<file path="config.mk">
export PLATFORM = sky130hd
export DESIGN_NAME = ktb_muldiv
export DESIGN_NICKNAME = d
export VERILOG_FILES = /design/src/rtl/core/ktb_pkg.sv /design/src/rtl/core/ktb_muldiv.sv
export SDC_FILE = /design/constraint.sdc
export NUM_CORES = 1
export LEC_CHECK = 0
export ABC_CLOCK_PERIOD_IN_PS = 10100
export BUFFER_PORTS_ARGS = -buffer_cell sky130_fd_sc_hd__buf_2
export CORE_ASPECT_RATIO = 1.4
export CORE_MARGIN = 1.5
export CORE_UTILIZATION = 35
export CTS_CLUSTER_DIAMETER = 100
export DETAILED_ROUTE_END_ITERATION = 8
export SYNTH_ARGS = -nofsm -noshare
export SYNTH_HDL_FRONTEND = slang
export SYNTH_SLANG_ARGS = --single-unit
</file>
<file path="constraint.sdc">
create_clock -name clock -period 10.1 [get_ports clock]
set_input_delay 2.525 -clock clock [delete_from_list [all_inputs] [get_ports clock]]
set_output_delay 2.525 -clock clock [all_outputs]
set_load 0.02 [all_outputs]
</file>
<file path="src/rtl/core/ktb_pkg.sv">
// ----------------------------------------------------------------------------
// ktb_pkg
// Shared widths, codes and types of the keyed token bucket limiter.
// ----------------------------------------------------------------------------
`default_nettype none

package ktb_pkg;

   localparam int FRACTION_BITS = 16;

   localparam int ACTION_W   = 2;
   localparam int TAG_W      = 32;
   localparam int LEN_W      = 13;
   localparam int COST_W     = 32;
   localparam int TIME_W     = 48;
   localparam int STATUS_W   = 4;
   localparam int COUNT_W    = 11;
   localparam int BYTES_W    = 29;
   localparam int PERMIT_W   = 20;
   localparam int RATE_W     = 30;
   localparam int INTERVAL_W = 27;
   localparam int IDLE_W     = 30;
   localparam int CSR_W      = 30;
   localparam int CSR_IDX_W  = 3;

   localparam int TOKEN_W = RATE_W + FRACTION_BITS;
   localparam int PROD_W  = TIME_W + RATE_W;
   localparam int NUM_W   = PROD_W + FRACTION_BITS;
   localparam int DIV_W   = RATE_W + FRACTION_BITS;

   localparam logic [TIME_W-1:0] TIME_MAX = '1;
   localparam logic [TIME_W-1:0] DAY_MS   = 48'd86400000;

   localparam int DEF_TABLE_DEPTH   = 1024;
   localparam int DEF_MAX_KEY_BYTES = 4096;

   localparam logic [COUNT_W-1:0]    RST_MAX_KEYS   = 11'd1024;
   localparam logic [BYTES_W-1:0]    RST_MAX_BYTES  = 29'd1048576;
   localparam logic [RATE_W-1:0]     RST_REFILL     = 30'd1;
   localparam logic [RATE_W-1:0]     RST_BURST      = 30'd1;
   localparam logic [INTERVAL_W-1:0] RST_INTERVAL   = 27'd1000;
   localparam logic [IDLE_W-1:0]     RST_IDLE       = 30'd60000;
   localparam logic [PERMIT_W-1:0]   RST_PER_KEY    = 20'd1;
   localparam logic [PERMIT_W-1:0]   RST_TOTAL      = 20'd1;

   typedef enum logic [CSR_IDX_W-1:0] {
      REG_MAX_KEYS   = 3'd0,
      REG_MAX_BYTES  = 3'd1,
      REG_REFILL     = 3'd2,
      REG_BURST      = 3'd3,
      REG_INTERVAL   = 3'd4,
      REG_IDLE       = 3'd5,
      REG_PER_KEY    = 3'd6,
      REG_TOTAL      = 3'd7
   } csr_index_type;

   typedef enum logic [ACTION_W-1:0] {
      ACT_ACQUIRE = 2'd0,
      ACT_RELEASE = 2'd1,
      ACT_PRUNE   = 2'd2,
      ACT_CLOSE   = 2'd3
   } action_type;

   typedef enum logic [STATUS_W-1:0] {
      ST_ADMITTED        = 4'd0,
      ST_RATE            = 4'd1,
      ST_KEY_CONC        = 4'd2,
      ST_TOTAL_CONC      = 4'd3,
      ST_KEY_CAP         = 4'd4,
      ST_INVALID         = 4'd5,
      ST_TOO_LARGE       = 4'd6,
      ST_CLOSED          = 4'd7,
      ST_DONE            = 4'd8,
      ST_UNKNOWN_RELEASE = 4'd9
   } status_type;

   typedef struct packed {
      logic                valid;
      logic [TAG_W-1:0]    tag;
      logic [LEN_W-1:0]    len;
      logic [TOKEN_W-1:0]  tokens;
      logic [PERMIT_W-1:0] active;
      logic [TIME_W-1:0]   refill_t;
      logic [TIME_W-1:0]   seen_t;
   } slot_type;

   typedef struct packed {
      logic              start;
      logic              shift_en;
      logic [TIME_W-1:0] mul_a;
      logic [RATE_W-1:0] mul_b;
      logic [DIV_W-1:0]  divisor;
   } mdv_cmd_type;

   typedef struct packed {
      logic             done;
      logic [NUM_W-1:0] quotient;
      logic             rem_nz;
   } mdv_res_type;

endpackage

`default_nettype wire

</file>
<file path="src/rtl/core/ktb_muldiv.sv">
// ----------------------------------------------------------------------------
// ktb_muldiv
// Serial multiply (one multiplier bit per cycle), optional fraction shift,
// then restoring divide (one quotient bit per cycle).
// ----------------------------------------------------------------------------
`default_nettype none

module ktb_muldiv (
   input  wire logic                 clock,
   input  wire logic                 reset,
   input  wire ktb_pkg::mdv_cmd_type cmd,
   output ktb_pkg::mdv_res_type      res
);

   localparam int STEP_W = $clog2(ktb_pkg::NUM_W + 1);

   typedef enum logic [2:0] {
      MD_IDLE = 3'b001,
      MD_MUL  = 3'b010,
      MD_DIV  = 3'b100
   } md_state_type;

   md_state_type                      state_ff, state_in;
   logic                              done_ff, done_in;
   logic [STEP_W-1:0]                 step_ff, step_in;
   logic [ktb_pkg::PROD_W-1:0]        mcand_ff, mcand_in;
   logic [ktb_pkg::RATE_W-1:0]        mplier_ff, mplier_in;
   logic [ktb_pkg::NUM_W-1:0]         acc_ff, acc_in;
   logic [ktb_pkg::DIV_W-1:0]         rem_ff, rem_in;
   logic [ktb_pkg::DIV_W-1:0]         div_ff, div_in;
   logic                              shift_ff, shift_in;

   always_comb begin
      logic [ktb_pkg::PROD_W-1:0]  prod;
      logic [ktb_pkg::DIV_W:0]     trial;
      logic                        ge;
      state_in  = state_ff;
      done_in   = 1'b0;
      step_in   = step_ff;
      mcand_in  = mcand_ff;
      mplier_in = mplier_ff;
      acc_in    = acc_ff;
      rem_in    = rem_ff;
      div_in    = div_ff;
      shift_in  = shift_ff;
      prod  = acc_ff[ktb_pkg::PROD_W-1:0] + (mplier_ff[0] ? mcand_ff : '0);
      trial = {rem_ff, acc_ff[ktb_pkg::NUM_W-1]};
      ge    = trial >= {1'b0, div_ff};
      case (state_ff)
         MD_IDLE: begin
            if (cmd.start) begin
               mcand_in  = ktb_pkg::PROD_W'(cmd.mul_a);
               mplier_in = cmd.mul_b;
               div_in    = cmd.divisor;
               shift_in  = cmd.shift_en;
               acc_in    = '0;
               step_in   = '0;
               state_in  = MD_MUL;
            end
         end
         MD_MUL: begin
            mcand_in  = mcand_ff << 1;
            mplier_in = mplier_ff >> 1;
            acc_in    = ktb_pkg::NUM_W'(prod);
            step_in   = step_ff + 1'b1;
            if (step_ff == STEP_W'(ktb_pkg::RATE_W - 1)) begin
               acc_in   = shift_ff ? (ktb_pkg::NUM_W'(prod) << ktb_pkg::FRACTION_BITS)
                                   : ktb_pkg::NUM_W'(prod);
               rem_in   = '0;
               step_in  = '0;
               state_in = MD_DIV;
            end
         end
         MD_DIV: begin
            rem_in  = ge ? ktb_pkg::DIV_W'(trial - {1'b0, div_ff})
                         : trial[ktb_pkg::DIV_W-1:0];
            acc_in  = {acc_ff[ktb_pkg::NUM_W-2:0], ge};
            step_in = step_ff + 1'b1;
            if (step_ff == STEP_W'(ktb_pkg::NUM_W - 1)) begin
               done_in  = 1'b1;
               state_in = MD_IDLE;
            end
         end
         default: state_in = MD_IDLE;
      endcase
   end

   always_ff @(posedge clock) begin
      if (reset) begin
         state_ff <= MD_IDLE;
         done_ff  <= 1'b0;
      end else begin
         state_ff <= state_in;
         done_ff  <= done_in;
      end
   end

   always_ff @(posedge clock) begin
      step_ff   <= step_in;
      mcand_ff  <= mcand_in;
      mplier_ff <= mplier_in;
      acc_ff    <= acc_in;
      rem_ff    <= rem_in;
      div_ff    <= div_in;
      shift_ff  <= shift_in;
   end

   assign res.done     = done_ff;
   assign res.quotient = acc_ff;
   assign res.rem_nz   = |rem_ff;

`ifndef SYNTHESIS
   // a new command may only arrive while the unit is free
   a_start_idle: assert property (@(posedge clock) disable iff (reset)
      cmd.start |-> (state_ff == MD_IDLE))
      else $error("muldiv started while busy");
   a_done_from_div: assert property (@(posedge clock) disable iff (reset)
      done_ff |-> ($past(state_ff) == MD_DIV))
      else $error("muldiv done outside divide phase");
   a_done_pulse: assert property (@(posedge clock) disable iff (reset)
      done_ff |=> !done_ff)
      else $error("muldiv done longer than one cycle");
`endif

endmodule

`default_nettype wire

</file>
==> run metrics <==
Syn Area/Cell 9.31 um^2; Root Buffer clkbuf_16; max-cap viol count 0; Sequential Power Share 0.410; Ys Warns 0; number of CTS-inserted buffers 36; CP arrival 2250 ps; Final ANT Viol Nets 0; critical path type register to output port; Primary FF master, synth edfxtp_1; dominant cell type by area after synthesis edfxtp_1; leading post-synthesis cells by cell area edfxtp_1 (43%), ha_1 (7.5%), nand2_1 (7.1%); Comb pwr share 0.219; CTS resizes 0; Vias about 17k; clock power share 0.371; Fill cells 5980; Clock Pin Slew Worst Setup and Hold Paths roughly 60 ps; RSZ-0062 raised after global routing false; Post-Syn Instances around 2.2k; Peak VDD IR 139 uV; Final Max Tran Viols 0; number of synthesized flops with an enable pin 302; f_max 0.210 GHz; total power between 3000 and 4000 uW; WL final 69000 um; Buffers on Ports 223; vias in the first global route 18.2k; Die H 292 um; Netlist Area Pre-Place 0.0209 mm^2; post-layout min period 4770 ps; Final Hold Viols 0; switching pwr roughly 1200 uW; Vias/cell about 5.5; # nets final 2651; Slew @ Worst Pin 1010 ps; Worst Clk Skew slightly below 40 ps; Net Count, Synth 2499; largest net degree at the start of global routing between 80 and 90; Core ar. 0.0589 mm^2; # diodes 0; fin crit share 0.472; Rows around 110; Initial Utilization 0.355; Max-slew headroom 0.326; gr usage total 0.224; worst hold path class register to register; post-CTS setup buffer count 0; # setup viols final 0; Netlist cell types 74; routability cong. 0.955; drt wl/cell 21.8 um; Leak Pwr 0.0101 uW; synthesized flop and latch total ~310; Async SR Flop Fraction 0; Worst setup SP type register; I/O pins 224; global-route wire length before repair about 110000 um; Max clock buf depth 3; Fin Setup TNS 0 ps; Clk Latency, worst-skew pair about 580 ps; WHS 509 ps; register area share after synthesis 0.438; TritonCTS Sinks between 300 and 400; worst-path fanout max 3; hold_sp mplier_ff[18]; post-synth top area share 0.434; CTS tree yes; Critical Path Sink Type output port; grt ovf 0; die area 0.0612 mm^2; layout cells sized above 1 0.137; pwr dens 159 mW/mm^2; Worst Setup SP rem_ff[17]; Die W 210 um; R2R Path Start mplier_ff[0]; initial antenna violation count 2; drt drc 0; CP required 7580 ps; DPL Wire Length 51900 um; Int Pwr 2620 uW; drt pass-1 iters 8; initial drt markers 1170; switching share of power 0.309; H-tree levels 2; P&R area growth vs syn 14.2%; Hold Buf Count CTS 0; status completed
cell usage in the layout, fill, tap and decap left out, types with 10 or more instances in the layout:
cell type and n:
nor2b_1 14, nor2_1 142, o21a_1 17, and2_1 84, nand4_1 41, mux2i_1 61
inv_1 97, and3_1 40, o21ai_0 120, o21bai_1 36, nor3_1 19, a21o_1 73
nand2b_1 10, buf_2 223, clkbuf_16 38, edfxtp_1 302, a211oi_1 12, xor2_1 46
nand3_1 23, a22o_1 37, a21oi_1 167, ha_1 125, nand2_1 393, a31oi_1 16
xnor2_1 74, nor4_1 15, buf_4 17
power groups by stage:
stage	clock, uW	combinational (uW)	sequential, uW
3_5_place_dp	0	822	1580
2_1_floorplan	0	516	1590
4_1_cts	1440	828	1550
3_3_place_gp	0	822	1580
6_report	1410	829	1550
5_1_grt	1480	900	1560
state kept, by name, indices dropped and copies added (netlist names):
signal     count
acc_ff        94
div_ff        46
done_ff        1
mcand_ff      78
mplier_ff     30
rem_ff        46
shift_ff       1
state_ff       3
step_ff        7
Yosys cell counts (9+ instances only):
master and number:
nand2_1 394, edfxtp_1 302, a21oi_1 167, nor2_1 144, ha_1 125, o21ai_0 122, clkbuf_1 108, inv_1 97
and2_1 86, xnor2_1 74, a21o_1 73, mux2i_1 61, xor2_1 46, nand4_1 41, and3_1 40, a22o_1 37
o21bai_1 36, nand3_1 23, nor3_1 20, o21a_1 17, a31oi_1 16, nor2b_1 15, nor4_1 15, a211oi_1 12
nand2b_1 11, a211oi_2 9, o211ai_1 9
metrics by stage:
| stage | instances | utilization | area, um^2 | worst slack, ps |
|---|---|---|---|---|
| after global routing | 3172 | 0.406 | 23900 | 5070 |
| after CTS | 3172 | 0.406 | 23900 | 5270 |
| after global placement | 3107 | 0.384 | 22600 | 5200 |
| after floorplan | 2244 | - | 20900 | 2070 |
| final | 3172 | 0.406 | 23900 | 5330 |
| after detailed placement | 3107 | 0.384 | 22600 | 5190 |
final cells by class:
type	instances	area, um^2	area share
multi-input combinational	1715	10900	0.458
timing repair buffer	240	1240	0.0521
inverter	97	364	0.0153
tap	749	937	0.0393
clock inverter	22	273	0.0114
sequential	306	9150	0.383
clock buffer	43	970	0.0406
worst max-delay path: stages, from the launching register on:
cell and delay, ps:
edfxtp_1 420, nor4_1 560, nand4_1 220, nor2_1 180
nand4_1 110, buf_2 200
kinds of logic after synthesis:
family                     share of synthesized area
and+or+nand+nor                                0.179
AOI/OAI and AO/OA                              0.184
DFF                                            0.438
buffers and inverters                         0.0419
adders and majority gates                     0.0768
xor gates and xnor gates                      0.0503
muxes                                         0.0303
path summary, 6_finish.rpt:
path	end	slack, ps	cells after the start
max	res[0]	5330	5
min	mplier_ff[17]	510	2
max reg2reg	acc_ff[72]	5390	16
min reg2reg	mplier_ff[17]	510	2
metal layers:
layer / wire, um / up-vias / global-route usage / part of all wire
met4: 4230 / 0 / 0.124 / 0.061
met1: 26700 / 8357 / 0.250 / 0.39
li1: - / 8411 / - / -
met5: 0 / - / 0 / 0
met2: 35600 / 473 / 0.411 / 0.52
met3: 2510 / 179 / 0.0268 / 0.036
(Power assumes the default switching activity.)
